<file path="src/sv/ptrf_pkg.sv">
// shared types and constants of the point transform and region filter
package ptrf_pkg;

   // axis slots of a packed coordinate triple
   localparam logic [1:0] AXIS_X = 2'd0;
   localparam logic [1:0] AXIS_Y = 2'd1;
   localparam logic [1:0] AXIS_Z = 2'd2;

   // register indexes (byte address is 8 * index)
   localparam logic [2:0] REG_MOUNT    = 3'd0;
   localparam logic [2:0] REG_ROT_X    = 3'd1;
   localparam logic [2:0] REG_ROT_Y    = 3'd2;
   localparam logic [2:0] REG_ROT_Z    = 3'd3;
   localparam logic [2:0] REG_OFFSET   = 3'd4;
   localparam logic [2:0] REG_TAN_VIEW = 3'd5;
   localparam logic [2:0] REG_TAN_BACK = 3'd6;

   // mount positions
   localparam logic [2:0] MOUNT_FACE  = 3'd1;
   localparam logic [2:0] MOUNT_CHIN  = 3'd2;
   localparam logic [2:0] MOUNT_LEFT  = 3'd3;
   localparam logic [2:0] MOUNT_RIGHT = 3'd4;
   localparam logic [2:0] MOUNT_REAR  = 3'd5;

   // tan(40 deg) in Q4.12
   localparam logic [15:0] TAN40_Q12 = 16'd3437;

   // rounding constant for the Q2.14 product sum
   localparam logic signed [33:0] ROUND_HALF = 34'sd8192;

   // crop limits in millimetres
   localparam logic signed [15:0] BZ_MAX      = 16'sd150;
   localparam logic signed [15:0] FACE_PX_MIN = 16'sd50;
   localparam logic signed [15:0] FACE_PY_LIM = 16'sd500;
   localparam logic signed [15:0] SIDE_PY_MIN = 16'sd100;
   localparam logic signed [15:0] SIDE_PX_LIM = 16'sd350;
   localparam logic signed [15:0] REAR_BZ_MAX = -16'sd50;
   localparam logic signed [15:0] REAR_BY_LIM = 16'sd350;
   localparam logic signed [15:0] REAR_BX_LIM = 16'sd800;

   typedef logic [2:0][15:0] vec3_type;

   typedef struct packed {
      logic [2:0]            mount_mode;
      logic [2:0][2:0][15:0] rot;        // [body axis][camera axis]
      vec3_type              offs;
      logic [15:0]           tan_view;
      logic [15:0]           tan_back;
   } cfg_type;

   typedef struct packed {
      vec3_type  xyz;
      logic [7:0] blue;
      logic [7:0] green;
      logic [7:0] red;
   } pix_type;

   typedef struct packed {
      pix_type               pix;
      logic [2:0][2:0][31:0] prod;
      logic [2:0][16:0]      mag;
      logic [32:0]           tv_px;
      logic [32:0]           tv_py;
      logic [32:0]           tb_px;
      logic [32:0]           t40_px;
      logic [32:0]           t40_py;
   } prod_type;

   typedef struct packed {
      pix_type          pix;
      logic [2:0][19:0] q;
      logic             lt_zx_view;
      logic             lt_zy_view;
      logic             lt_zx_back;
      logic             lt_xy_40;
      logic             lt_yx_40;
   } sum_type;

endpackage

</file>
<file path="src/sv/ptrf_sum.sv">
// product sums with rounding, and the cross-multiplied ratio compares
module ptrf_sum import ptrf_pkg::*; (
   input  logic     clock,
   input  logic     reset,
   input  logic     up_valid,
   output logic     up_ready,
   input  prod_type up_data,
   output logic     dn_valid,
   input  logic     dn_ready,
   output sum_type  dn_data
);

   logic        v_ff, v_in;
   sum_type     s_ff, s_in;
   logic signed [33:0] acc [3];
   logic [32:0] sh_px, sh_py, sh_pz;

   assign up_ready = ~v_ff | dn_ready;
   assign v_in     = up_ready ? up_valid : v_ff;

   // magnitude times 4096
   assign sh_px = {4'b0, up_data.mag[AXIS_X], 12'b0};
   assign sh_py = {4'b0, up_data.mag[AXIS_Y], 12'b0};
   assign sh_pz = {4'b0, up_data.mag[AXIS_Z], 12'b0};

   always_comb begin
      s_in     = s_ff;
      s_in.pix = up_data.pix;
      for (int r = 0; r < 3; r++) begin
         acc[r] = 34'($signed(up_data.prod[r][0])) + 34'($signed(up_data.prod[r][1]))
                + 34'($signed(up_data.prod[r][2])) + ROUND_HALF;
         // floor of the rounded sum over 2^14
         s_in.q[r] = acc[r][33:14];
      end
      s_in.lt_zx_view = sh_pz < up_data.tv_px;
      s_in.lt_zy_view = sh_pz < up_data.tv_py;
      s_in.lt_zx_back = sh_pz < up_data.tb_px;
      s_in.lt_xy_40   = sh_px < up_data.t40_py;
      s_in.lt_yx_40   = sh_py < up_data.t40_px;
   end

   always_ff @(posedge clock) begin
      if (reset)
         v_ff <= 1'b0;
      else
         v_ff <= v_in;
   end

   always_ff @(posedge clock) begin
      if (up_valid & up_ready)
         s_ff <= s_in;
   end

   assign dn_valid = v_ff;
   assign dn_data  = s_ff;

endmodule

</file>
<file path="config.mk">
export PLATFORM = sky130hd
export DESIGN_NAME = ptrf_sum
export DESIGN_NICKNAME = d
export VERILOG_FILES = /design/src/sv/ptrf_pkg.sv /design/src/sv/ptrf_sum.sv
export SDC_FILE = /design/constraint.sdc
export NUM_CORES = 1
export LEC_CHECK = 0
export BUFFER_PORTS_ARGS = -buffer_cell sky130_fd_sc_hd__buf_2
export CORE_AREA = 2 2 280 282
export DETAILED_ROUTE_END_ITERATION = 8
export DIE_AREA = 0 0 282 284
export GPL_TIMING_DRIVEN = 0
export SLEW_MARGIN = 20
export SYNTH_ARGS = -nofsm -noshare
export SYNTH_HDL_FRONTEND = slang
export SYNTH_SLANG_ARGS = --single-unit
</file>
<file path="constraint.sdc">
create_clock -name clock -period 4.7 [get_ports clock]
set_clock_uncertainty 0.15 [all_clocks]
set_input_delay 0.235 -clock clock [delete_from_list [all_inputs] [get_ports clock]]
set_output_delay 0.235 -clock clock [all_outputs]
set_load 0.01 [all_outputs]
</file>
==> out/qor.csv <==
metric,value,unit
status,"finished, final reports clean",
slowest cell on the critical path,a211oi_1,
crit-path leading delay family,compound AO/OA/AOI/OAI gates,
post-route cell area,0.0206,mm2
CP peak stage delay,0.67,ns
worst slew pin tran,0.939,ns
Hold Crit Class,input pin to register,
Clk Tree Root Cell,clkbuf_16,
GP Congestion,0.923,
Initial Util,0.185,
pin count of the biggest net entering global routing,52,
1st-iter DRT viols,473,
Post-synth ARST share,0,
layout cells sized above 1,0.332,
"Reg clk slew, reported paths",0.07,ns
crit path time final,3.74,ns
Final ANT Viol Nets,0,
"area leader, netlist",edfxtp_1,
top_reg_cell synth,edfxtp_1,
nets,3230,
dominant cells by area after synthesis,"edfxtp_1 29%, ha_1 24%, fa_1 13%",
Worst Setup End Kind,register,
crit path kind,input pin to register,
sw frac,0.374,
clock sinks,138,
setup ws final,0.956,ns
die span in y,284,um
synthesis-stage register bit count,138,
Clock Power Share,0.245,
Post-synth EDFFs,137,
initial antenna violation count,7,
CP Buf/Inv Count,3,
vias in the first global route,12900,
Rows,102,
Mapped Cells,1463,
crit path max fanout,5,
Via density,3.86,
CP required,4.77,ns
global route overflow,0,
input/output buffers,718,
die width,282,um
post-route worst hold slack,0.185,ns
area delta synth->final,44.9,%
Ports,719,
"Setup Fix Bufs, Post-CTS",0,
Seq pwr share,0.290,
Yosys cell types,60,
HPWL after DPL,44100,um
Num CTS Buffers,17,
Area after DPL,0.0192,mm2
"Seq/Total Area, Yosys",0.290,
DR WL/cell,15.2,um
Slew headroom,0.366,
fmax,267,MHz
crit share post-route,0.797,
Combinational Power Share,0.465,
htree depth,4,
NetSw,2.22,mW
vias,12900,
TritonCTS clock tree,built,
worst-path cell chain,"buf_2, inv_1, fa_1, inv_1, ha_1, ha_1, a21oi_1, o21ai_0, o211ai_1, a211oi_1, nor3_1, o31ai_1, a21oi_1, xor2_1",
DP Worst Slack,0.442,ns
power per cell area,289,mW/mm2
VDD IR max,185,uV
Total Routing Usage GR,0.124,
"Slew Viols, Final",0,
Syn Area/Cell,9.73,um2
Int Power,3.73,mW
clock latency on the worst-skew pair,0.46,ns
Core ar.,0.0770,mm2
Final setup viols,0,
first-pass iteration count of the detailed router,4,
top-area cell type share of the netlist area,0.289,
Ys Warns,0,
DIE AREA,0.0801,mm2
Startpoint Class,input pin,
total wire length,50600,um
RSZ-0062 raised after global routing,no,
Post-Syn Nets,2407,
endpoints failing hold,0,
leak pwr,11.3,nW
critical path data arrival time,3.81,ns
Synth Cell Area,0.0142,mm2
max_cap viols,0,
drt drc,0,
first-pass GRT wire length,73400,um
Max Root-Sink Buffers,2,
==> worst register-to-register path, delay by kind of cell (launching register included) <==
kind                   cells  cell delay (ns)
flip-flops                 1             0.32
buffers and inverters      1             0.35
AND/OR/NAND/NOR            2             0.75
==> cell families after synthesis <==
group | Yosys count | share of synthesized area
buf+inv | 469 | 0.124
fa+ha+maj | 364 | 0.369
compound gates | 245 | 0.113
simple gates | 191 | 0.0698
flops | 138 | 0.290
xor+xnor | 56 | 0.0345
==> metrics by stage <==
stage | TNS [ns] | total power [mW] | cells | util
2_1_floorplan | 0 | 3.44 | 1463 | -
3_3_place_gp | -226.29 | 4.48 | 3221 | 0.249
3_5_place_dp | 0 | 4.49 | 3223 | 0.249
4_1_cts | 0 | 6.10 | 3338 | 0.268
5_1_grt | 0 | 6.45 | 3339 | 0.268
6_report | 0 | 5.96 | 3339 | 0.268
==> cell usage in the layout (no fill, tap or decap), types with 8 or more instances in the layout <==
cell,netlist,layout
fa_1,93,93
xor2_1,24,24
buf_2,0,718
o21ai_0,46,46
xnor2_1,32,32
clkbuf_16,0,17
nor2_1,40,40
nor4_1,10,10
nor2b_1,9,9
ha_1,271,271
o21a_1,10,10
nor3_1,17,17
edfxtp_1,137,137
dlygate4sd3_1,0,84
a21o_1,35,35
and3_1,8,8
a21oi_1,82,82
nand3_1,15,15
inv_1,468,468
nand2_1,39,39
nand4_1,16,16
==> path summary, 6_finish.rpt <==
check / start / end / slack, ns / cells past startpoint
hold reg to reg: dn_valid / dn_data[68] / 0.93 / 2
setup / recovery: up_data[326] / dn_data[44] / 0.96 / 14
hold / removal: up_data[197] / dn_data[0] / 0.18 / 5
setup reg to reg: dn_valid / dn_data[26] / 2.75 / 3
==> registers in the layout, summed over array words and instances, names as in the netlist <==
register	flops
dn_data	137
dn_valid	1
==> per-layer routing <==
metal	share of wire	track usage	vias to the layer above
met5	0.0033	0.0116	-
met4	0.017	0.0366	8
met3	0.078	0.0401	52
met2	0.46	0.198	409
met1	0.44	0.157	5935
li1	-	-	6482
==> synthesized netlist by cell type, drive strengths merged (7+ instances only) <==
master and count:
xor2 24, a21o 35, xnor2 32, nor3 17, a31oi 8, a21oi 83
nor4 10, and4 7, and3 8, edfxtp 137, fa 93, nand2 39
nor2b 9, o21ai 47, nand4 16, o211ai 7, o21a 11, inv 468
nand3 15, ha 271, nor2 40, nand2b 7
==> power by group through the flow <==
stage	logic, mW	registers, mW	clock network [mW]
after global placement	2.72	1.76	0
after floorplan	1.56	1.88	0
after CTS	2.81	1.73	1.56
after detailed placement	2.73	1.76	0
final	2.77	1.73	1.46
after global routing	3.13	1.75	1.57
==> layout make-up <==
cell class / instances / area [um2]
diodes: 1 / 2.50
plain buffers: 1 / 3.75
clock buffers: 18 / 429
clock inverters: 13 / 168
fillers: 8239 / 56300
inverters: 468 / 1760
multi-input cells: 856 / 8340
flip-flops and latches: 138 / 4130
well taps: 1040 / 1300
repair buffers: 804 / 4490
==> what timing repair did <==
item,4_1_cts,5_1_grt
hold endpoints to repair,78,0
hold buffers,84,0
resized for setup,0,0
Power figures use the tool's default switching activity.
