===== src/sv/ptrf_pkg.sv =====
// shared types and constants of the point transform and region filter
package ptrf_pkg;

   // axis slots of a packed coordinate triple
   localparam logic [1:0] AXIS_X = 2'd0;
   localparam logic [1:0] AXIS_Y = 2'd1;
   localparam logic [1:0] AXIS_Z = 2'd2;

   // register indexes (byte address is 8 * index)
   localparam logic [2:0] REG_MOUNT    = 3'd0;
   localparam logic [2:0] REG_ROT_X    = 3'd1;
   localparam logic [2:0] REG_ROT_Y    = 3'd2;
   localparam logic [2:0] REG_ROT_Z    = 3'd3;
   localparam logic [2:0] REG_OFFSET   = 3'd4;
   localparam logic [2:0] REG_TAN_VIEW = 3'd5;
   localparam logic [2:0] REG_TAN_BACK = 3'd6;

   // mount positions
   localparam logic [2:0] MOUNT_FACE  = 3'd1;
   localparam logic [2:0] MOUNT_CHIN  = 3'd2;
   localparam logic [2:0] MOUNT_LEFT  = 3'd3;
   localparam logic [2:0] MOUNT_RIGHT = 3'd4;
   localparam logic [2:0] MOUNT_REAR  = 3'd5;

   // tan(40 deg) in Q4.12
   localparam logic [15:0] TAN40_Q12 = 16'd3437;

   // rounding constant for the Q2.14 product sum
   localparam logic signed [33:0] ROUND_HALF = 34'sd8192;

   // crop limits in millimetres
   localparam logic signed [15:0] BZ_MAX      = 16'sd150;
   localparam logic signed [15:0] FACE_PX_MIN = 16'sd50;
   localparam logic signed [15:0] FACE_PY_LIM = 16'sd500;
   localparam logic signed [15:0] SIDE_PY_MIN = 16'sd100;
   localparam logic signed [15:0] SIDE_PX_LIM = 16'sd350;
   localparam logic signed [15:0] REAR_BZ_MAX = -16'sd50;
   localparam logic signed [15:0] REAR_BY_LIM = 16'sd350;
   localparam logic signed [15:0] REAR_BX_LIM = 16'sd800;

   typedef logic [2:0][15:0] vec3_type;

   typedef struct packed {
      logic [2:0]            mount_mode;
      logic [2:0][2:0][15:0] rot;        // [body axis][camera axis]
      vec3_type              offs;
      logic [15:0]           tan_view;
      logic [15:0]           tan_back;
   } cfg_type;

   typedef struct packed {
      vec3_type  xyz;
      logic [7:0] blue;
      logic [7:0] green;
      logic [7:0] red;
   } pix_type;

   typedef struct packed {
      pix_type               pix;
      logic [2:0][2:0][31:0] prod;
      logic [2:0][16:0]      mag;
      logic [32:0]           tv_px;
      logic [32:0]           tv_py;
      logic [32:0]           tb_px;
      logic [32:0]           t40_px;
      logic [32:0]           t40_py;
   } prod_type;

   typedef struct packed {
      pix_type          pix;
      logic [2:0][19:0] q;
      logic             lt_zx_view;
      logic             lt_zy_view;
      logic             lt_zx_back;
      logic             lt_xy_40;
      logic             lt_yx_40;
   } sum_type;

endpackage


===== src/sv/ptrf_csr.sv =====
// configuration register file behind the apb-style port
module ptrf_csr import ptrf_pkg::*; (
   input  logic        clock,
   input  logic        reset,
   input  logic        csr_psel,
   input  logic        csr_penable,
   input  logic        csr_pwrite,
   input  logic [5:0]  csr_paddr,
   input  logic [63:0] csr_pwdata,
   output logic [63:0] csr_prdata,
   output logic        csr_pready,
   output cfg_type     cfg
);

   logic [2:0]  mount_ff, mount_in;
   logic [47:0] rot_x_ff, rot_x_in;
   logic [47:0] rot_y_ff, rot_y_in;
   logic [47:0] rot_z_ff, rot_z_in;
   logic [47:0] offs_ff, offs_in;
   logic [15:0] tan_view_ff, tan_view_in;
   logic [15:0] tan_back_ff, tan_back_in;
   logic        wr_en;
   logic [2:0]  idx;

   assign csr_pready = 1'b1;
   assign wr_en      = csr_psel & csr_penable & csr_pwrite;
   assign idx        = csr_paddr[5:3];

   always_comb begin
      mount_in    = mount_ff;
      rot_x_in    = rot_x_ff;
      rot_y_in    = rot_y_ff;
      rot_z_in    = rot_z_ff;
      offs_in     = offs_ff;
      tan_view_in = tan_view_ff;
      tan_back_in = tan_back_ff;
      if (wr_en) begin
         case (idx)
            REG_MOUNT:    mount_in    = csr_pwdata[2:0];
            REG_ROT_X:    rot_x_in    = csr_pwdata[47:0];
            REG_ROT_Y:    rot_y_in    = csr_pwdata[47:0];
            REG_ROT_Z:    rot_z_in    = csr_pwdata[47:0];
            REG_OFFSET:   offs_in     = csr_pwdata[47:0];
            REG_TAN_VIEW: tan_view_in = csr_pwdata[15:0];
            REG_TAN_BACK: tan_back_in = csr_pwdata[15:0];
            default: ;
         endcase
      end
   end

   always_ff @(posedge clock) begin
      if (reset) begin
         mount_ff    <= MOUNT_FACE;
         rot_x_ff    <= 48'h0000_0000_4000;
         rot_y_ff    <= 48'h0000_4000_0000;
         rot_z_ff    <= 48'h4000_0000_0000;
         offs_ff     <= 48'h0;
         tan_view_ff <= 16'd1910;
         tan_back_ff <= 16'd2737;
      end else begin
         mount_ff    <= mount_in;
         rot_x_ff    <= rot_x_in;
         rot_y_ff    <= rot_y_in;
         rot_z_ff    <= rot_z_in;
         offs_ff     <= offs_in;
         tan_view_ff <= tan_view_in;
         tan_back_ff <= tan_back_in;
      end
   end

   always_comb begin
      case (idx)
         REG_MOUNT:    csr_prdata = {61'b0, mount_ff};
         REG_ROT_X:    csr_prdata = {16'b0, rot_x_ff};
         REG_ROT_Y:    csr_prdata = {16'b0, rot_y_ff};
         REG_ROT_Z:    csr_prdata = {16'b0, rot_z_ff};
         REG_OFFSET:   csr_prdata = {16'b0, offs_ff};
         REG_TAN_VIEW: csr_prdata = {48'b0, tan_view_ff};
         REG_TAN_BACK: csr_prdata = {48'b0, tan_back_ff};
         default:      csr_prdata = 64'b0;
      endcase
   end

   assign cfg.mount_mode = mount_ff;
   assign cfg.rot        = {rot_z_ff, rot_y_ff, rot_x_ff};
   assign cfg.offs       = offs_ff;
   assign cfg.tan_view   = tan_view_ff;
   assign cfg.tan_back   = tan_back_ff;

endmodule


===== config.mk =====
export PLATFORM = sky130hd
export DESIGN_NAME = ptrf_csr
export DESIGN_NICKNAME = d
export VERILOG_FILES = /design/src/sv/ptrf_pkg.sv /design/src/sv/ptrf_csr.sv
export SDC_FILE = /design/constraint.sdc
export NUM_CORES = 1
export LEC_CHECK = 0
export BUFFER_PORTS_ARGS = -buffer_cell sky130_fd_sc_hd__buf_4
export CORE_MARGIN = 1.5
export CORE_UTILIZATION = 48
export CTS_BUF_LIST = sky130_fd_sc_hd__clkbuf_4
export DETAILED_ROUTE_END_ITERATION = 12
export GPL_TIMING_DRIVEN = 0
export PLACE_DENSITY = 0.75
export RECOVER_POWER = 25
export SYNTH_ARGS = -nofsm -noshare
export SYNTH_HDL_FRONTEND = slang
export SYNTH_SLANG_ARGS = --single-unit

===== constraint.sdc =====
create_clock -name clock -period 2.3 [get_ports clock]
set_clock_uncertainty 0.15 [all_clocks]
set_input_delay 0 -clock clock [delete_from_list [all_inputs] [get_ports clock]]
set_output_delay 0 -clock clock [all_outputs]
set_load 0.05 [all_outputs]

==> results of run 1 <==
-- layout by cell type (no fill, tap or decap), types with 3 or more instances in the layout --
cell type,instances
a221oi_1,3
nor2b_1,6
buf_6,7
clkbuf_4,90
mux2i_1,199
nand2_1,40
dlygate4sd3_1,152
o21ai_0,81
a22oi_1,36
nor2_1,31
buf_4,237
mux2_2,35
clkinv_1,9
nand2b_1,206
nand3_1,56
buf_2,27
a21oi_1,57
a32oi_1,4
o21ai_1,12
o211ai_1,5
dfxtp_1,227
buf_1,3
conb_1,17
o22a_1,5
clkbuf_1,171
-- flip-flops by register name (all words and copies together), names as in the netlist --
register,cells
rot_y_ff,48
offs_ff,48
mount_ff,3
rot_x_ff,48
rot_z_ff,48
tan_back_ff,16
tan_view_ff,16
-- metrics by stage --
step / total power, W / utilization / std cells / hold slack, ns / setup TNS [ns]
2_1_floorplan: 0.004706 / - / 1169 / -0.004929 / 0
3_3_place_gp: 0.005080 / 0.6240 / 1776 / 0.1147 / -0.009748
3_5_place_dp: 0.005089 / 0.6240 / 1776 / 0.1197 / -0.01329
4_1_cts: 0.008737 / 0.7279 / 2031 / 0.0009200 / 0
5_1_grt: 0.009011 / 0.7076 / 2031 / 0.01104 / 0
6_report: 0.008763 / 0.7076 / 2031 / 0.004771 / 0
-- report_power, final --
part	switching, W	internal (W)
logic	0.000761	0.000449
clock network	0.00169	0.00187
registers	0.0000291	0.00396
-- cell families (layout without fill, tap and decap cells) --
kind of cell	count (synthesis)	count (layout)	synth area share
flip-flops	227	227	0.4180
AND/OR/NAND/NOR	357	357	0.1873
buffers and inverters	119	700	0.05836
multiplexers	234	234	0.2195
AO/OA/AOI/OAI	215	215	0.1161
other	2	18	0.0006909
-- layer usage --
metal  track usage  up-vias
met2        0.6091      780
li1              -     5129
met3       0.06285      153
met4        0.1919        0
met1        0.4470     5613
met5             0        -
-- worst min-delay path, delay by kind of cell --
family                 cells  cell delay (ns)
buffers and inverters      2             0.71
AND/OR/NAND/NOR            1             0.07
AO/OA/AOI/OAI              1             0.06
-- cell type report --
class | count | area [um^2] | area share
timing repair buffer | 479 | 3537 | 0.2270
clock buffer | 90 | 675.6 | 0.04335
buffer | 119 | 635.6 | 0.04078
clock inverter | 12 | 75.07 | 0.004817
sequential | 227 | 4544 | 0.2916
tap | 280 | 350.3 | 0.02248
antenna | 1 | 2.502 | 0.0001606
multi-input combinational | 823 | 5764 | 0.3699
-- worst max path at each step --
stage                     slack [ns]  cells after the start              to         start
after detailed placement       -0.01                      7  csr_prdata[24]  csr_paddr[4]
after CTS                      0.004                      7     rot_z_ff[9]         reset
after global routing            0.05                      4   csr_prdata[2]   mount_ff[2]
final                           0.07                      7  csr_prdata[14]  csr_paddr[4]
after floorplan                 0.11                      3  csr_prdata[16]  rot_x_ff[16]
after global placement         -0.01                      7  csr_prdata[24]  csr_paddr[4]
-- timing repair --
item,in CTS,in global routing
gates resized for setup,1,2
setup endpoints to repair,2,19
hold endpoints to repair,227,0
hold buffers,153,0
==> results.yml, run 1 <==
outcome:
  outcome: "finished, final reports clean"
critical_path:
  cp.required_ns: 2.15
  crit_fanout: 10
  slowest_delay_ns: 0.78
  start_kind: "primary input"
  critPathBufInv: 4
  crit_top_cell: "buf_2"
  reg2reg_depth: 3
  path_class: "primary input to primary output"
  cp-end-kind: "primary output"
  cp_data_arrival_time_ns: 2.08
  cpLargestDelayFamily: "buffers and inverters"
  r2r_end: "tan_view_ff[13]"
  reg2reg_from: "tan_view_ff[13]"
  worstPathCellList: "clkbuf_1 > buf_2 > buf_2 > nor3b_1 > a22oi_1 > o211ai_1 > buf_4"
  slowest_stage: "nor3b_1"
  r2r_slack_ns: 0.83
timing:
  post-route-min-period_ns: 2.225
  hold_viol: 0
  finalCritPeriodShare: 0.9676
  worst_slew_pin_slew_ns: 0.9212
  finalSetupViolCount: 0
  slew-limit-headroom: 0.3846
  timing.final.ws_setup_ns: 0.07454
  fmax_ghz: 0.4493
  slew_viol_final: 0
  rsz0062_at_grt: "no"
floorplanning:
  core_area_um2: 22030
  row_count: 54
  initial_core_util: 0.4935
  pin_count: 367
  die_y_um: 153.5
  dieArea_um2: 23560
  die_x_um: 153.5
synthesis:
  ys.flop_type: "dfxtp_1"
  synthCells: 1154
  synth_edf_count: 0
  synth_common_cells: "dfxtp_1 (227), nand2b_1 (206), mux2i_1 (199)"
  yosysSeqAreaShare: 0.4180
  yosysWarnings: 0
  syn_avg_cell_area_um2: 9.420
  synthArstFlopShare: 0
  yosysTopAreaCell: "dfxtp_1"
  synth_top_cell_area_share: 0.4180
  yosys-top-cells-area: "dfxtp_1 (42%), mux2i_1 (18%), nand2b_1 (12%)"
  synth_seq_cells: 227
  yosysMostFrequentCell: "dfxtp_1"
  netlist_area_um2: 10870
  synthDistinctLibCells: 45
finish:
  finalInstanceArea_um2: 15580
  drive_above_1_share: 0.2343
  fin_nets: 1785
  fillers: 1789
  syn_to_final_growth_pct: 43.37
detailed_routing:
  wl_per_cell_um: 22.05
  wl_met1_um: 17380
  wl_met3_um: 4159
  totalWireLength_um: 44780
  top_layer: "met4"
  vias: 11680
  wl_met2_um: 21070
  ant_nets: 0
  dr.pass1.iters: 5
  vias_per_cell: 5.748
  route.detailed.drc: 0
  drt_iter0_drc: 1014
global_route:
  grt_pass1_wl_um: 66320
  grt_max_degree: 17
  grt_use_total: 0.3633
  antenna_found_initial: 2
  grt_remaining_overflow: 0
  first_global_vias: 11620
place:
  place_area_um2: 13740
  hpwl_um: 29840
  io_buffers: 327
  place_congestion: 0.9337
  dp_slack_ns: -0.01288
cts:
  cts_tree: "done"
  cts_sinks: 227
  path_clk_slew_ns: 0.07
  numCtsBuffers: 60
  clock_latency_ns: 0.68
  cts_buffer_depth: 3
  cts_setup_buffers: 0
  cts-root-buf: "clkbuf_4"
  htreeDepth: 2
pwr:
  p_leak_nw: 6.859
  powerDensity_nw_per_um2: 562.3
  ir_drop_uv: 346.4
min_path:
  min_to: "tan_view_ff[12]"
  min_path_type: "primary input to register"
  whs_path_depth: 4
  worstHoldStart: "csr_pwdata[12]"
run:
  maxCapViolCount: 0
Power figures use the tool's default switching activity.
==> run 2, diff against run 1 <==
--- a/config.mk
+++ b/config.mk
@@ -5,7 +5,7 @@
 export SDC_FILE = /design/constraint.sdc
 export NUM_CORES = 1
 export LEC_CHECK = 0
-export BUFFER_PORTS_ARGS = -buffer_cell sky130_fd_sc_hd__buf_4
+export BUFFER_PORTS_ARGS = -buffer_cell sky130_fd_sc_hd__clkbuf_2
 export CORE_MARGIN = 1.5
 export CORE_UTILIZATION = 48
 export CTS_BUF_LIST = sky130_fd_sc_hd__clkbuf_4
==> results.yml, run 2 (same netlist as run 1, synthesis figures left out) <==
cts:
  path_clk_slew_ns: 0.07
  cts-root-buf: "clkbuf_4"
  htreeDepth: 2
  cts_sinks: 227
  cts_buffer_depth: 3
  clock_latency_ns: 0.66
  cts_tree: "done"
  numCtsBuffers: 58
critical_path:
  reg2reg_depth: 3
  crit_fanout: 10
  crit_path_start: "reset"
  r2r_end: "tan_view_ff[3]"
  crit_end: "rot_z_ff[2]"
  cp.required_ns: 2.70
  path_class: "primary input to register"
  cp_data_arrival_time_ns: 2.61
  reg2reg_from: "tan_view_ff[3]"
  r2r_slack_ns: 0.84
  cp-end-kind: "register"
  start_kind: "primary input"
pwr:
  ir_drop_uv: 413.4
  p_switching_w: 0.002499
  p_int_w: 0.005935
  powerDensity_nw_per_um2: 569.2
  switching_share: 0.2963
  power_frac_clock: 0.393
  p_comb_frac: 0.134
  p_leak_nw: 6.583
  p_seq_frac: 0.473
detailed_routing:
  route.detailed.drc: 0
  vias_per_cell: 5.687
  ant_nets: 0
  drt_iter0_drc: 1020
  dr.pass1.iters: 6
  wl_per_cell_um: 21.22
  vias: 11470
  totalWireLength_um: 42780
floorplanning:
  core_area_um2: 22030
  die_y_um: 153.5
  die_x_um: 153.5
  dieArea_um2: 23560
  row_count: 54
  pin_count: 367
  initial_core_util: 0.4935
global_route:
  first_global_vias: 11480
  busiest_layer: "met2"
  antenna_found_initial: 1
  gr-usage-met2: 0.5755
  grt_pass1_wl_um: 64160
  use_met3: 0.07497
  grt_use_total: 0.3503
  grt_max_degree: 16
  grt_remaining_overflow: 0
  use_met1: 0.4266
outcome:
  outcome: "finished, final reports clean"
timing:
  slew_viol_final: 0
  rsz0062_at_grt: "no"
  fmax_ghz: 0.4526
  slew-limit-headroom: 0.4459
  finalCritPeriodShare: 0.9607
  post-route-min-period_ns: 2.210
  setup_tns_ns: 0
  worst_slew_pin_slew_ns: 0.8303
  hold_viol: 0
  finalSetupViolCount: 0
finish:
  fin_nets: 1763
  syn_to_final_growth_pct: 36.30
  utilization: 0.6727
  finalInstanceArea_um2: 14820
  layout_common_cells: "dfxtp_1 (227), clkbuf_2 (212), nand2b_1 (206), mux2i_1 (199), clkbuf_1 (171)"
  fillers: 1875
  final_cells: 2016
  drive_above_1_share: 0.2317
  final_common_cell: "dfxtp_1"
min_path:
  min_path_type: "primary input to register"
  worstHoldStart: "csr_pwdata[6]"
place:
  io_buffers: 327
  place_area_um2: 12930
  dp.cells: 1776
  hpwl_um: 29170
  place_congestion: 0.8933
run:
  maxCapViolCount: 0
run 2: metrics by stage:
stage                     hold slack [ns]  worst slack [ns]  total power, W
after CTS                        0.001228           0.01506        0.008403
after detailed placement           0.1112           -0.1064        0.005028
after global placement             0.1039          -0.07909        0.005022
after floorplan                 -0.004929            0.1086        0.004706
final                             0.02436           0.09049        0.008434
after global routing              0.01787           0.05171        0.008710
run 2: metal layers:
| layer | share of wire | vias to the layer above |
|---|---|---|
| met5 | 0 | - |
| met4 | 0.054 | 0 |
| met3 | 0.093 | 187 |
| met2 | 0.46 | 750 |
| met1 | 0.40 | 5439 |
| li1 | - | 5089 |
run 2: final cells by class:
cell class / count / area (um^2) / area share
antenna: 1 / 2.502 / 0.0001689
buffer: 119 / 631.9 / 0.04264
clock buffer: 78 / 585.6 / 0.03952
clock inverter: 29 / 117.6 / 0.007938
multi-input combinational: 823 / 5769 / 0.3894
sequential: 227 / 4544 / 0.3067
tap: 280 / 350.3 / 0.02364
timing repair buffer: 459 / 2815 / 0.1900
run 2: worst min path at each step:
stage                     slack (ns)  depth (start not counted)        endpoint
final                           0.02                          4  tan_view_ff[6]
after global routing            0.02                          4  tan_view_ff[6]
after CTS                      0.001                          5    rot_z_ff[22]
after detailed placement        0.11                          3    rot_z_ff[33]
after global placement          0.10                          3    rot_z_ff[33]
after floorplan               -0.005                          2    rot_z_ff[46]
run 2: critical path, cell delays in order:
cell and delay, ns:
dlygate4sd3_1 0.53, buf_2 0.21, clkbuf_1 0.55, clkbuf_1 0.61, a21oi_1 0.10, dlygate4sd3_1 0.60
run 2: repair_timing:
item                                    CTS  global route
hold endpoints to repair                227             3
resized for setup                         1             4
pin swaps                                 0             0
hold buffers                            132             1
endpoints found under the setup margin   21            14
buffers inserted                          0             0
run 2: power by group through the flow:
stage	combinational, W	sequential, W	clock, W
after floorplan	0.000538	0.00417	0
after global placement	0.000948	0.00407	0
after detailed placement	0.000954	0.00407	0
after CTS	0.00111	0.00398	0.00331
after global routing	0.00117	0.00399	0.00355
final	0.00113	0.00399	0.00332
==> run 3, diff against run 2 <==
--- a/config.mk
+++ b/config.mk
@@ -11,6 +11,7 @@
 export CTS_BUF_LIST = sky130_fd_sc_hd__clkbuf_4
 export DETAILED_ROUTE_END_ITERATION = 12
 export GPL_TIMING_DRIVEN = 0
+export MAX_ROUTING_LAYER = met4
 export PLACE_DENSITY = 0.75
 export RECOVER_POWER = 25
 export SYNTH_ARGS = -nofsm -noshare
==> results.yml, run 3 (same netlist as run 1, synthesis figures left out) <==
global_route:
  antenna_found_initial: 1
  first_global_vias: 11430
  grt_use_total: 0.3609
  grt_max_degree: 16
  grt_remaining_overflow: 0
  grt_pass1_wl_um: 64240
detailed_routing:
  drt_iter0_drc: 1141
  wl_per_cell_um: 21.27
  vias_per_cell: 5.699
  route.detailed.drc: 0
  totalWireLength_um: 42890
  dr.pass1.iters: 6
  vias: 11490
  ant_nets: 0
cts:
  cts_setup_buffers: 0
  clock_latency_ns: 0.65
  path_clk_slew_ns: 0.07
  cts_tree: "done"
  htreeDepth: 2
  cts_buffer_depth: 3
  cts_sinks: 227
  cts-root-buf: "clkbuf_4"
  numCtsBuffers: 58
finish:
  final_common_cell: "dfxtp_1"
  drive_above_1_share: 0.2317
  final_cells: 2016
  syn_to_final_growth_pct: 36.30
  layout_common_cells: "dfxtp_1 (227), clkbuf_2 (212), nand2b_1 (206), mux2i_1 (199), clkbuf_1 (171)"
  fin_nets: 1763
  utilization: 0.6727
pwr:
  p_int_w: 0.005935
  ir_drop_uv: 412.5
  switching_share: 0.2962
  p_switching_w: 0.002498
  p_comb_frac: 0.134
  powerDensity_nw_per_um2: 569.2
  power_frac_clock: 0.393
  p_leak_nw: 6.583
  p_seq_frac: 0.473
min_path:
  min_path_type: "primary input to register"
timing:
  setup_tns_ns: 0
  hold_ws_ns: 0.02302
  finalCritPeriodShare: 0.9599
  rsz0062_at_grt: "no"
  hold_viol: 0
  worst_slew_pin_slew_ns: 0.8232
  fmax_ghz: 0.4529
  finalSetupViolCount: 0
  post-route-min-period_ns: 2.208
  slew-limit-headroom: 0.4512
  timing.final.ws_setup_ns: 0.09215
  slew_viol_final: 0
critical_path:
  slowest_stage: "dfxtp_1"
  slowest_delay_ns: 0.40
  cp_data_arrival_time_ns: 2.06
  cp.required_ns: 2.15
  worstPathCellList: "mux2i_1 > or2_2 > a31oi_1 > clkbuf_2"
  path_class: "register to primary output"
  crit_fanout: 3
  cp-end-kind: "primary output"
  start_kind: "register"
place:
  dp.cells: 1776
  dp_slack_ns: -0.1064
  io_buffers: 327
  hpwl_um: 29170
  place_congestion: 0.9084
outcome:
  outcome: "finished, final reports clean"
floorplanning:
  core_area_um2: 22030
  row_count: 54
  initial_core_util: 0.4935
  pin_count: 367
  die_y_um: 153.5
  dieArea_um2: 23560
  die_x_um: 153.5
run:
  maxCapViolCount: 0
==> run 3: cell counts in the layout (fill, tap and decap cells not counted) <==
Identical to the previous run, type by type.
==> run 3: final cells by class <==
| class | count | area (um^2) |
|---|---|---|
| Multi-Input combinational cell | 823 | 5769 |
| Fill cell | 1876 | 7209 |
| Sequential cell | 227 | 4544 |
| Buffer | 119 | 631.9 |
| Clock inverter | 29 | 117.6 |
| Clock buffer | 78 | 585.6 |
| Tap cell | 280 | 350.3 |
| Antenna cell | 1 | 2.502 |
| Timing Repair Buffer | 459 | 2815 |
==> run 3: timing repair <==
item,CTS,global route
resized for setup,1,4
hold endpoints to repair,227,3
endpoints found under the setup margin,21,14
hold buffers,132,1
==> run 3: routing by layer <==
layer / wire length [um] / up-vias / GRT usage
li1: - / 5094 / -
met1: 16970 / 5486 / 0.4288
met2: 19810 / 739 / 0.5803
met3: 3952 / 170 / 0.07046
met4: 2147 / 0 / 0.1905
met5: 0 / - / -
==> run 3: through the flow <==
step                      area, um^2  power [W]
after floorplan                10940   0.004706
after global placement         12930   0.005022
after detailed placement       12930   0.005028
after CTS                      14960   0.008403
after global routing           14820   0.008707
final                          14820   0.008433
==> run 3: critical path: cells and delay by family, from the launching register on <==
kind | cells | cell delay, ns
and+or+nand+nor | 1 | 0.29
muxes | 1 | 0.10
DFF | 1 | 0.40
buffers and inverters | 1 | 0.33
AOI/OAI and AO/OA | 1 | 0.23
==> run 3: worst paths after layout <==
path / from / endpoint / slack (ns) / depth (start not counted)
worst max register to register: rot_z_ff[27] / rot_z_ff[27] / 0.84 / 3
worst min register to register: rot_x_ff[3] / rot_x_ff[3] / 0.34 / 2
worst min-delay path: csr_pwdata[4] / tan_view_ff[4] / 0.02 / 4
worst max-delay path: tan_view_ff[3] / csr_prdata[3] / 0.09 / 4
==> run 3: power groups by stage <==
stage / clock network, W / registers (W) / logic (W)
final: 0.00331 / 0.00399 / 0.00113
after global routing: 0.00355 / 0.00399 / 0.00117
after CTS: 0.00331 / 0.00398 / 0.00111
after detailed placement: 0 / 0.00407 / 0.000954
after global placement: 0 / 0.00407 / 0.000948
after floorplan: 0 / 0.00417 / 0.000538
