<file path="src/sv/ptrf_pkg.sv">
// shared types and constants of the point transform and region filter
package ptrf_pkg;

   // axis slots of a packed coordinate triple
   localparam logic [1:0] AXIS_X = 2'd0;
   localparam logic [1:0] AXIS_Y = 2'd1;
   localparam logic [1:0] AXIS_Z = 2'd2;

   // register indexes (byte address is 8 * index)
   localparam logic [2:0] REG_MOUNT    = 3'd0;
   localparam logic [2:0] REG_ROT_X    = 3'd1;
   localparam logic [2:0] REG_ROT_Y    = 3'd2;
   localparam logic [2:0] REG_ROT_Z    = 3'd3;
   localparam logic [2:0] REG_OFFSET   = 3'd4;
   localparam logic [2:0] REG_TAN_VIEW = 3'd5;
   localparam logic [2:0] REG_TAN_BACK = 3'd6;

   // mount positions
   localparam logic [2:0] MOUNT_FACE  = 3'd1;
   localparam logic [2:0] MOUNT_CHIN  = 3'd2;
   localparam logic [2:0] MOUNT_LEFT  = 3'd3;
   localparam logic [2:0] MOUNT_RIGHT = 3'd4;
   localparam logic [2:0] MOUNT_REAR  = 3'd5;

   // tan(40 deg) in Q4.12
   localparam logic [15:0] TAN40_Q12 = 16'd3437;

   // rounding constant for the Q2.14 product sum
   localparam logic signed [33:0] ROUND_HALF = 34'sd8192;

   // crop limits in millimetres
   localparam logic signed [15:0] BZ_MAX      = 16'sd150;
   localparam logic signed [15:0] FACE_PX_MIN = 16'sd50;
   localparam logic signed [15:0] FACE_PY_LIM = 16'sd500;
   localparam logic signed [15:0] SIDE_PY_MIN = 16'sd100;
   localparam logic signed [15:0] SIDE_PX_LIM = 16'sd350;
   localparam logic signed [15:0] REAR_BZ_MAX = -16'sd50;
   localparam logic signed [15:0] REAR_BY_LIM = 16'sd350;
   localparam logic signed [15:0] REAR_BX_LIM = 16'sd800;

   typedef logic [2:0][15:0] vec3_type;

   typedef struct packed {
      logic [2:0]            mount_mode;
      logic [2:0][2:0][15:0] rot;        // [body axis][camera axis]
      vec3_type              offs;
      logic [15:0]           tan_view;
      logic [15:0]           tan_back;
   } cfg_type;

   typedef struct packed {
      vec3_type  xyz;
      logic [7:0] blue;
      logic [7:0] green;
      logic [7:0] red;
   } pix_type;

   typedef struct packed {
      pix_type               pix;
      logic [2:0][2:0][31:0] prod;
      logic [2:0][16:0]      mag;
      logic [32:0]           tv_px;
      logic [32:0]           tv_py;
      logic [32:0]           tb_px;
      logic [32:0]           t40_px;
      logic [32:0]           t40_py;
   } prod_type;

   typedef struct packed {
      pix_type          pix;
      logic [2:0][19:0] q;
      logic             lt_zx_view;
      logic             lt_zy_view;
      logic             lt_zx_back;
      logic             lt_xy_40;
      logic             lt_yx_40;
   } sum_type;

endpackage

</file>
<file path="src/sv/ptrf_crop.sv">
// offset add with saturation, crop rule and output register
module ptrf_crop import ptrf_pkg::*; (
   input  logic    clock,
   input  logic    reset,
   input  cfg_type cfg,
   input  logic    up_valid,
   output logic    up_ready,
   input  sum_type up_data,
   output logic    dn_valid,
   input  logic    dn_ready,
   output pix_type dn_data
);

   logic               v_ff, v_in;
   pix_type            o_ff, o_in;
   logic signed [20:0] tot [3];
   logic signed [15:0] b [3];
   logic signed [15:0] px, py;
   logic               keep;

   assign up_ready = ~v_ff | dn_ready;

   always_comb begin
      for (int i = 0; i < 3; i++) begin
         tot[i] = $signed({up_data.q[i][19], up_data.q[i]})
                + $signed({{5{cfg.offs[i][15]}}, cfg.offs[i]});
         if (tot[i][20:15] == 6'b000000 || tot[i][20:15] == 6'b111111)
            b[i] = tot[i][15:0];
         else if (tot[i][20])
            b[i] = 16'sh8000;
         else
            b[i] = 16'sh7fff;
      end
   end

   assign px = up_data.pix.xyz[AXIS_X];
   assign py = up_data.pix.xyz[AXIS_Y];

   always_comb begin
      case (cfg.mount_mode)
         MOUNT_FACE:
            keep = !(b[AXIS_Z] > BZ_MAX || px < FACE_PX_MIN || up_data.lt_xy_40)
                 && (py < FACE_PY_LIM && py > -FACE_PY_LIM);
         MOUNT_CHIN:
            keep = !(up_data.lt_zx_view || up_data.lt_zy_view
                     || (up_data.lt_zx_back && px[15]));
         MOUNT_LEFT:
            keep = !(b[AXIS_Z] > BZ_MAX || up_data.lt_yx_40)
                 && (py > SIDE_PY_MIN && px < SIDE_PX_LIM && px > -SIDE_PX_LIM);
         MOUNT_RIGHT:
            keep = !(b[AXIS_Z] > BZ_MAX || up_data.lt_yx_40)
                 && (py < -SIDE_PY_MIN && px < SIDE_PX_LIM && px > -SIDE_PX_LIM);
         MOUNT_REAR:
            keep = !(up_data.lt_zy_view || up_data.lt_zx_view)
                 && (b[AXIS_Z] < REAR_BZ_MAX
                     && b[AXIS_Y] >= -REAR_BY_LIM && b[AXIS_Y] <= REAR_BY_LIM
                     && b[AXIS_X] < REAR_BX_LIM && b[AXIS_X] > -REAR_BX_LIM);
         default:
            keep = 1'b1;
      endcase
   end

   // a dropped point simply leaves no beat behind
   assign v_in = up_ready ? (up_valid & keep) : v_ff;

   always_comb begin
      o_in.xyz   = {b[AXIS_Z], b[AXIS_Y], b[AXIS_X]};
      o_in.blue  = up_data.pix.blue;
      o_in.green = up_data.pix.green;
      o_in.red   = up_data.pix.red;
   end

   always_ff @(posedge clock) begin
      if (reset)
         v_ff <= 1'b0;
      else
         v_ff <= v_in;
   end

   always_ff @(posedge clock) begin
      if (up_valid & up_ready)
         o_ff <= o_in;
   end

   assign dn_valid = v_ff;
   assign dn_data  = o_ff;

endmodule

</file>
<file path="config.mk">
export PLATFORM = sky130hd
export DESIGN_NAME = ptrf_crop
export DESIGN_NICKNAME = d
export VERILOG_FILES = /design/src/sv/ptrf_pkg.sv /design/src/sv/ptrf_crop.sv
export SDC_FILE = /design/constraint.sdc
export NUM_CORES = 1
export LEC_CHECK = 0
export ABC_AREA = 1
export BUFFER_PORTS_ARGS = -buffer_cell sky130_fd_sc_hd__buf_2
export CORE_AREA = 4 4 170 172
export DETAILED_ROUTE_END_ITERATION = 16
export DIE_AREA = 0 0 174 176
export GPL_ROUTABILITY_DRIVEN = 0
export GPL_TIMING_DRIVEN = 0
export MAX_ROUTING_LAYER = met4
export SYNTH_ARGS = -nofsm -noshare
export SYNTH_HDL_FRONTEND = slang
export SYNTH_SLANG_ARGS = --single-unit
export TNS_END_PERCENT = 5
</file>
<file path="constraint.sdc">
create_clock -name clock -period 6.8 [get_ports clock]
set_input_delay 0 -clock clock [delete_from_list [all_inputs] [get_ports clock]]
set_output_delay 0 -clock clock [all_outputs]
set_load 0.02 [all_outputs]
</file>
==> results of run 1 <==
[cells in the final DEF (no fill, tap or decap), types with 4 or more instances in the layout]
cell type      netlist  layout
nand3_2              7       7
nand2_1            352     352
a21oi_1             73      73
xor2_1              23      23
nor3_1              14      14
o21ai_0             27      27
or2_2                5       5
nand3_1             74      74
nor3_2               5       5
ha_1                60      60
dlygate4sd3_1        0      26
edfxtp_1            72      72
nor4_1               9       9
inv_1              132     132
nor2_1              88      88
xnor2_1             17      17
a21o_1               7       7
nand4_1             32      32
nor2_2               7       7
a31oi_1              5       5
buf_6                7       7
o21bai_1             4       4
clkbuf_16            0       9
buf_2                0     249
nand2_2             23      23
[power groups by stage]
stage,Combinational [W],Clock (W),Sequential [W]
final,0.000763,0.000438,0.000579
after detailed placement,0.000751,0,0.000590
after global placement,0.000739,0,0.000598
after CTS,0.000766,0.000456,0.000581
after floorplan,0.000445,0,0.000651
after global routing,0.000860,0.000474,0.000584
[stage by stage]
stage	power [W]	hold WS (ns)	std cells
floorplan	0.001096	0.06244	1081
global placement	0.001337	0.1610	1676
detailed placement	0.001341	0.1645	1678
CTS	0.001803	0.07815	1720
global route	0.001919	0.1015	1720
finish	0.001780	0.1017	1720
[repair_timing]
action / CTS / global route
buffers inserted: 0 / 0
hold buffers: 26 / 0
resized for setup: 0 / 0
endpoints found under the hold margin: 25 / 0
[path summary, 6_finish.rpt]
check / from / slack, ns / to / cells after the start
max: cfg[64] / 3.26 / dn_valid / 29
min: up_data[45] / 0.10 / dn_data[56] / 4
max reg2reg: dn_valid / 5.25 / dn_data[13] / 2
min reg2reg: dn_valid / 0.80 / dn_data[71] / 1
[worst reg2reg max path, stage by stage, from the launching register on]
cell      delay, ns
dfxtp_1        0.34
a21boi_4       0.60
buf_12         0.28
[cell type report]
cell class / count / area, um2
fillers: 2988 / 17720
multi-input cells: 864 / 4717
flip-flops and latches: 73 / 2182
repair buffers: 277 / 1546
inverters: 135 / 506.7
well taps: 346 / 432.9
clock buffers: 11 / 232.7
plain buffers: 9 / 101.3
clock inverters: 5 / 38.79
[routing by layer]
| layer | global-route usage (%) | part of all wire, % | up-vias |
|---|---|---|---|
| met5 | - | 0 | - |
| met4 | 5.345 | 2.2 | 0 |
| met3 | 2.634 | 6.4 | 36 |
| met2 | 24.14 | 42 | 299 |
| met1 | 21.64 | 49 | 3552 |
| li1 | - | - | 4174 |
[cells by family after synthesis]
family          count (synthesis)
xor+xnor                       40
buf+inv                       144
simple gates                  630
flops                          73
fa+ha+maj                      63
compound gates                131
[registers in the layout, indices dropped and copies added (netlist names)]
signal,count
dn_data,72
dn_valid,1
==> flow_metrics.py, run 1 <==
metrics = {
    "outcome": {
        "status": "complete, no violations",
    },
    "global_routing": {
        "grt_start_max_net_pins": 31,
        "grt_pass1_wl_um": 38950,
        "grt_pass1_vias": 7934,
        "grt_overflow": 0,
        "grt_usage_pct": 15.89,
        "antenna_found_initial": 0,
    },
    "floorplanning": {
        "fp.dieH_um": 176,
        "core_um2": 27480,
        "io_pins": 442,
        "initial_utilization_pct": 27.28,
        "dieArea_um2": 30620,
        "die_x_um": 174,
        "num_rows": 61,
    },
    "worst_setup_path": {
        "startpoint_type": "input port",
        "crit_type": "in2reg",
        "worst_path_max_delay_cell": "dlygate4sd3_1",
        "cp-end-kind": "flip-flop",
        "critPathBufInv": 4,
        "cpLargestDelayFamily": "simple AND/OR/NAND/NOR gates",
        "cpPeakStageDelay_ns": 0.54,
        "critPathMaxFanout": 10,
        "cp.required_ns": 7.02,
        "crit_path_frequent_cell": "nand2_1",
        "cp_data_arrival_time_ns": 3.76,
    },
    "synth": {
        "synthAdderAreaFrac_pct": 10.82,
        "syn-mean-instance-area_um2": 6.934,
        "ys_seq_area_share_pct": 29.11,
        "yosys-top-cells-count": "nand2_1, inv_1, nor2_1, nand3_1, a21oi_1",
        "synth_most_common_cell": "nand2_1",
        "ys_types": 48,
        "syn-num-nets": 1512,
        "synth-xor-area-share_pct": 4.674,
        "synth_top_family_by_area": "simple AND/OR/NAND/NOR gates",
        "synth_mux_area_share_pct": 0,
        "synth_edf_count": 72,
        "ys_ff_latch": 73,
        "syn_inst": 1081,
        "synth_top_area_share_pct": 28.84,
        "synth_area_leaders": "edfxtp_1, nand2_1, ha_1",
        "synth_ff_type": "edfxtp_1",
        "yosysTopAreaCell": "edfxtp_1",
        "synth_compound_area_share_pct": 9.982,
        "synth_async_sr_flop_share_pct": 0,
        "synth-simple-area-share_pct": 37.31,
        "yosys_warnings": 0,
        "netlist_area_um2": 7496,
    },
    "pwr": {
        "switching_power_w": 0.0006958,
        "comb_power_share_pct": 42.9,
        "ir_worst_vdd_uv": 77.77,
        "leakage_nw": 4.894,
        "p_clk_share_pct": 24.6,
        "intPower_w": 0.001084,
        "switching_share_pct": 39.09,
        "pwr_density_cell_nw_per_um2": 182.4,
        "p_seq_share_pct": 32.5,
    },
    "clock_tree": {
        "path_clk_slew_ns": 0.06,
        "cts_root_buf": "clkbuf_16",
        "h-tree-depth": 3,
        "clock-sinks": 73,
        "clkLatencyLatePin_ns": 0.34,
        "clk_path_buf_depth": 2,
        "cts_made_buffers": 9,
        "cts_tree": "built",
    },
    "timing": {
        "fmax_mhz": 282.3,
        "grt_setup_unrepaired": "false",
        "max_slew.worst_pin.slew_ns": 0.7271,
        "finalSetupTns_ns": 0,
        "finalSetupViolCount": 0,
        "maxSlewHeadroom_pct": 51.40,
        "skew_ns": 0.006016,
        "period_minus_slack_ns": 3.543,
        "finalCritPeriodShare_pct": 52.10,
        "drv_slew": 0,
        "finalHoldViolations": 0,
        "setup_ws_ns": 3.257,
    },
    "drt": {
        "post_drt_wl_per_cell_um": 14.04,
        "via_per_inst": 4.687,
        "num_vias": 8061,
        "drtIter0Drc": 401,
        "drc": 0,
        "routed_wl_um": 24150,
        "final_antenna_net_count": 0,
        "drt_pass1_iterations": 5,
    },
    "worst_hold_path": {
        "hold_path_class": "in2reg",
    },
    "placement": {
        "placed_area_um2": 9226,
        "io_buffer_count": 249,
        "dp_slack_ns": 3.434,
        "hpwlAfterDp_um": 20930,
    },
    "cells_and_area": {
        "design_area_um2": 9758,
        "synthToLayoutAreaGrowth_pct": 30.18,
        "fin_nets": 1800,
        "diodes": 0,
        "drive_gt1_share_pct": 24.16,
        "utilization_pct": 35.51,
    },
    "flow_run": {
        "cap_violations": 0,
    },
}
No activity file was read; power rests on OpenSTA's default activity.
==> run 2, diff against run 1 <==
- clock period: 6.8 -> 3.4 ns (I/O delays scaled with it)
==> flow_metrics.py, run 2 (same netlist as run 1, synthesis figures left out) <==
metrics = {
    "global_routing": {
        "grt_start_max_net_pins": 30,
        "grt_pass1_vias": 7878,
        "grt_overflow": 0,
        "antenna_found_initial": 0,
        "grt_pass1_wl_um": 39380,
        "grt_usage_pct": 16.12,
    },
    "timing": {
        "fmax_mhz": 334.0,
        "grt_setup_unrepaired": "false",
        "finalHoldViolations": 0,
        "whs_ns": 0.02413,
        "maxSlewHeadroom_pct": 45.18,
        "period_minus_slack_ns": 2.994,
        "finalSetupViolCount": 0,
        "skew_ns": 0.007848,
        "finalCritPeriodShare_pct": 88.05,
        "max_slew.worst_pin.slew_ns": 0.8203,
        "drv_slew": 0,
    },
    "drt": {
        "num_vias": 8072,
        "final_antenna_net_count": 0,
        "drc": 0,
        "drt_pass1_iterations": 5,
        "via_per_inst": 4.693,
        "post_drt_wl_per_cell_um": 14.20,
        "drtIter0Drc": 429,
        "routed_wl_um": 24430,
    },
    "worst_setup_path": {
        "startpoint_type": "input port",
        "critPathMaxFanout": 10,
        "worst_path_max_delay_cell": "fa_1",
        "cpLargestDelayFamily": "simple AND/OR/NAND/NOR gates",
        "crit_path_frequent_cell": "nand2_1",
        "crit_type": "in2reg",
        "cp-end-kind": "flip-flop",
        "cpPeakStageDelay_ns": 0.46,
        "cp_data_arrival_time_ns": 3.23,
        "cp.required_ns": 3.63,
        "critPathBufInv": 3,
    },
    "cells_and_area": {
        "synthToLayoutAreaGrowth_pct": 30.91,
        "fin_nets": 1800,
        "largest_reg_flops": 72,
        "final_common_cell": "nand2_1",
        "drive_gt1_share_pct": 24.24,
        "design_area_um2": 9813,
        "layout_common_cells": "nand2_1, buf_2, inv_1",
        "utilization_pct": 35.71,
        "final_cells": 1720,
        "diodes": 0,
    },
    "placement": {
        "io_buffer_count": 249,
        "dp.cells": 1678,
        "hpwlAfterDp_um": 21090,
        "placed_area_um2": 9226,
    },
    "clock_tree": {
        "hold_buffers": 26,
        "clk_path_buf_depth": 2,
        "cts-resized-gates": 0,
        "clock-sinks": 73,
        "path_clk_slew_ns": 0.06,
        "post_cts_buffers": 0,
        "clkLatencyLatePin_ns": 0.34,
        "h-tree-depth": 3,
        "cts_root_buf": "clkbuf_16",
        "cts_made_buffers": 9,
        "cts_tree": "built",
    },
    "floorplanning": {
        "die_x_um": 174,
        "num_rows": 61,
        "initial_utilization_pct": 27.28,
        "core_um2": 27480,
        "dieArea_um2": 30620,
        "io_pins": 442,
        "fp.dieH_um": 176,
    },
    "pwr": {
        "pwr_density_cell_nw_per_um2": 381.3,
        "comb_power_share_pct": 40.9,
        "leakage_nw": 4.921,
        "ir_worst_vdd_uv": 161.8,
        "intPower_w": 0.002319,
        "switching_power_w": 0.001423,
        "total_power_w": 0.003742,
        "p_seq_share_pct": 31.0,
        "switching_share_pct": 38.03,
        "p_clk_share_pct": 28.1,
    },
    "outcome": {
        "status": "complete, no violations",
    },
    "flow_run": {
        "cap_violations": 0,
    },
    "worst_hold_path": {
        "hold_path_class": "in2reg",
    },
}
[run 2: area by class of cell]
| class | instances | area, um2 |
|---|---|---|
| fillers | 2975 | 17660 |
| inverters | 135 | 506.7 |
| repair buffers | 277 | 1546 |
| well taps | 346 | 432.9 |
| multi-input cells | 864 | 4717 |
| clock buffers | 9 | 225.2 |
| clock inverters | 7 | 101.3 |
| plain buffers | 9 | 101.3 |
| flip-flops and latches | 73 | 2182 |
[run 2: path summary, 6_finish.rpt]
| check | startpoint | end | slack (ns) | cells after the start |
|---|---|---|---|---|
| worst max-delay path | cfg[64] | dn_valid | 0.41 | 28 |
| worst min-delay path | dn_ready | dn_valid | 0.02 | 4 |
| worst max register to register | dn_valid | dn_data[44] | 1.79 | 2 |
| worst min register to register | dn_valid | dn_valid | 0.57 | 2 |
[run 2: power groups by stage]
stage	combinational (W)	clock, W	sequential, W
floorplan	0.000890	0	0.00130
global placement	0.00149	0	0.00119
detailed placement	0.00151	0	0.00118
CTS	0.00154	0.00109	0.00116
global route	0.00173	0.00113	0.00117
finish	0.00153	0.00105	0.00116
[run 2: routing by layer]
metal / vias to the layer above / share of wire [%] / track usage (%)
met4: 0 / 1.3 / 3.761
met2: 290 / 43 / 24.86
met3: 22 / 6.0 / 2.655
met5: - / 0 / -
li1: 4182 / - / -
met1: 3578 / 50 / 22.31
[run 2: worst reg2reg max path, cell delays in order (launching register included)]
cell	delay, ns
dfxtp_1	0.34
a21boi_4	0.66
buf_12	0.29
[run 2: metrics by stage]
step	worst slack (ns)	TNS, ns
after floorplan	0.5981	0
after detailed placement	0.02642	0
final	0.4062	0
after global placement	-0.3788	-26.65
after global routing	0.02978	0
after CTS	0.3802	0
==> run 3, diff against run 2 <==
- ABC_AREA: 1 -> not set
==> flow_metrics.py, run 3 <==
metrics = {
    "global_routing": {
        "grt_pass1_vias": 6088,
        "met3_usage_pct": 3.961,
        "grt_overflow": 0,
        "grt_usage_pct": 13.59,
        "grt_start_max_net_pins": 56,
        "grt_pass1_wl_um": 32290,
        "antenna_found_initial": 2,
        "use_met2_pct": 20.63,
        "grt_use_met1_pct": 17.81,
        "busiest_layer": "met2",
    },
    "drt": {
        "num_vias": 6547,
        "drt_pass1_iterations": 5,
        "routed_wl_um": 21260,
        "drtIter0Drc": 510,
        "via_per_inst": 4.971,
        "post_drt_wl_per_cell_um": 16.14,
        "final_antenna_net_count": 0,
        "drc": 0,
    },
    "floorplanning": {
        "num_rows": 61,
        "dieArea_um2": 30620,
        "io_pins": 442,
        "initial_utilization_pct": 22.92,
        "core_um2": 27480,
        "die_x_um": 174,
        "fp.dieH_um": 176,
    },
    "pwr": {
        "leakage_nw": 3.763,
        "ir_worst_vdd_uv": 236.2,
        "pwr_density_cell_nw_per_um2": 420.0,
    },
    "synth": {
        "syn_inst": 676,
        "syn-num-nets": 1107,
        "syn-mean-instance-area_um2": 9.316,
        "synth_edf_count": 72,
        "synthAdderAreaFrac_pct": 12.88,
        "synth_async_sr_flop_share_pct": 0,
        "yosysTopAreaCell": "edfxtp_1",
        "synth_area_leaders": "edfxtp_1, ha_1, a21oi_1",
        "synth_mux_area_share_pct": 0.6755,
        "netlist_area_um2": 6297,
        "yosys-top-cells-count": "edfxtp_1, a21oi_1, ha_1, o21ai_0, nand2_1",
        "synth-simple-area-share_pct": 16.91,
        "synth_most_common_cell": "edfxtp_1",
        "yosys_warnings": 0,
        "synth_top_family_by_area": "compound AO/OA/AOI/OAI gates",
        "synth_compound_area_share_pct": 25.75,
        "ys_seq_area_share_pct": 34.65,
        "ys_ff_latch": 73,
        "ys_types": 69,
        "synth_top_area_share_pct": 34.33,
        "synth-xor-area-share_pct": 6.954,
        "synth_ff_type": "edfxtp_1",
    },
    "placement": {
        "dp.cells": 1272,
        "hpwlAfterDp_um": 17910,
        "io_buffer_count": 249,
        "dp_slack_ns": -0.8484,
    },
    "outcome": {
        "status": "complete, no violations",
    },
    "worst_setup_path": {
        "cp.required_ns": 3.48,
        "critPathMaxFanout": 10,
        "path_cells": "buf_2 > ha_1 > fa_1 > a41o_1 > a221oi_4 > nand2_2 > a31oi_4 > o21a_4 > nand3_1 > or4_1 > and2_1 > buf_2 > nand2b_1 > clkbuf_4 > o21ai_0",
        "cp-end-kind": "flip-flop",
        "worst_path_max_delay_cell": "or4_1",
        "startpoint_type": "input port",
        "crit_path_frequent_cell": "buf_2",
        "critPathBufInv": 3,
        "cp_data_arrival_time_ns": 3.27,
        "cpPeakStageDelay_ns": 0.47,
        "cpLargestDelayFamily": "compound AO/OA/AOI/OAI gates",
        "crit_type": "in2reg",
    },
    "clock_tree": {
        "cts_tree": "built",
        "h-tree-depth": 3,
        "cts_root_buf": "clkbuf_16",
        "clock-sinks": 73,
        "cts_made_buffers": 9,
        "clk_path_buf_depth": 2,
        "path_clk_slew_ns": 0.06,
        "clkLatencyLatePin_ns": 0.34,
    },
    "cells_and_area": {
        "final_cells": 1317,
        "final_common_cell": "buf_2",
        "fin_nets": 1395,
        "drive_gt1_share_pct": 31.68,
        "layout_common_cells": "buf_2, edfxtp_1, a21oi_1",
        "synthToLayoutAreaGrowth_pct": 39.28,
        "largest_reg_flops": 72,
    },
    "timing": {
        "finalSetupViolCount": 0,
        "finalHoldViolations": 0,
        "finalCritPeriodShare_pct": 93.90,
        "fmax_mhz": 313.2,
        "skew_ns": 0.01208,
        "max_slew.worst_pin.slew_ns": 0.6319,
        "drv_slew": 0,
        "period_minus_slack_ns": 3.193,
        "setup_ws_ns": 0.2073,
        "maxSlewHeadroom_pct": 56.79,
    },
    "worst_hold_path": {
        "hold_path_class": "in2reg",
    },
    "flow_run": {
        "cap_violations": 0,
    },
}
[run 3: cell families after synthesis]
logic type / count (synthesis)
AO/OA/AOI/OAI: 243
flip-flops: 73
AND/OR/NAND/NOR: 208
adder cells (fa/ha/maj): 63
buffers and inverters: 35
multiplexers: 4
XOR/XNOR: 50
[run 3: where the power goes]
group	leakage, nW	switching [W]	internal [W]
combinational	2.89	0.000836	0.000529
clock	0.180	0.000382	0.000792
sequential	0.695	0.0000254	0.00112
total	3.76	0.00124	0.00244
[run 3: per-stage QoR]
step	cell area (um2)	hold WS (ns)	utilization (%)	total power, W	TNS, ns
2_1_floorplan	6297	0.09887	-	0.002013	0
3_3_place_gp	7976	0.1765	29.03	0.002445	-23.14
3_5_place_dp	8006	0.1784	29.14	0.002460	-8.023
4_1_cts	8625	0.08295	31.39	0.003679	0
5_1_grt	8771	0.1012	31.92	0.003913	-0.005100
6_report	8771	0.09730	31.92	0.003684	0
[run 3: path summary, 6_finish.rpt]
kind	end	depth (start not counted)	slack (ns)	start
min	dn_data[56]	3	0.1	up_data[45]
max	dn_data[60]	15	0.21	cfg[64]
min reg2reg	dn_valid	4	0.89	dn_valid
max reg2reg	dn_valid	5	1.62	dn_valid
[run 3: what timing repair did]
item | in CTS | in global routing
gates cloned | 0 | 0
buffers inserted | 0 | 3
hold buffers | 24 | 0
endpoints found under the hold margin | 24 | 0
pin swaps | 0 | 4
setup endpoints to repair | 13 | 20
gates resized for setup | 5 | 18
[run 3: area by class of cell]
cell class                 instances  area, um2
clock buffer                       9      225.2
buffer                            15      65.06
tap                              346      432.9
timing repair buffer             277       1536
antenna                            2      5.005
inverter                          20      75.07
sequential                        73       2182
fill                            2897      18710
multi-input combinational        568       4106
clock inverter                     7      142.6
[run 3: per-layer routing]
metal | wire (um) | vias up
li1 | - | 3215
met1 | 9607 | 3006
met2 | 9234 | 309
met3 | 2130 | 17
met4 | 288 | 0
met5 | 0 | -
[run 3: tightest hold or removal path, cell delays in order]
cell    delay, ns
buf_2        0.08
ha_1         0.13
o21a_1       0.12
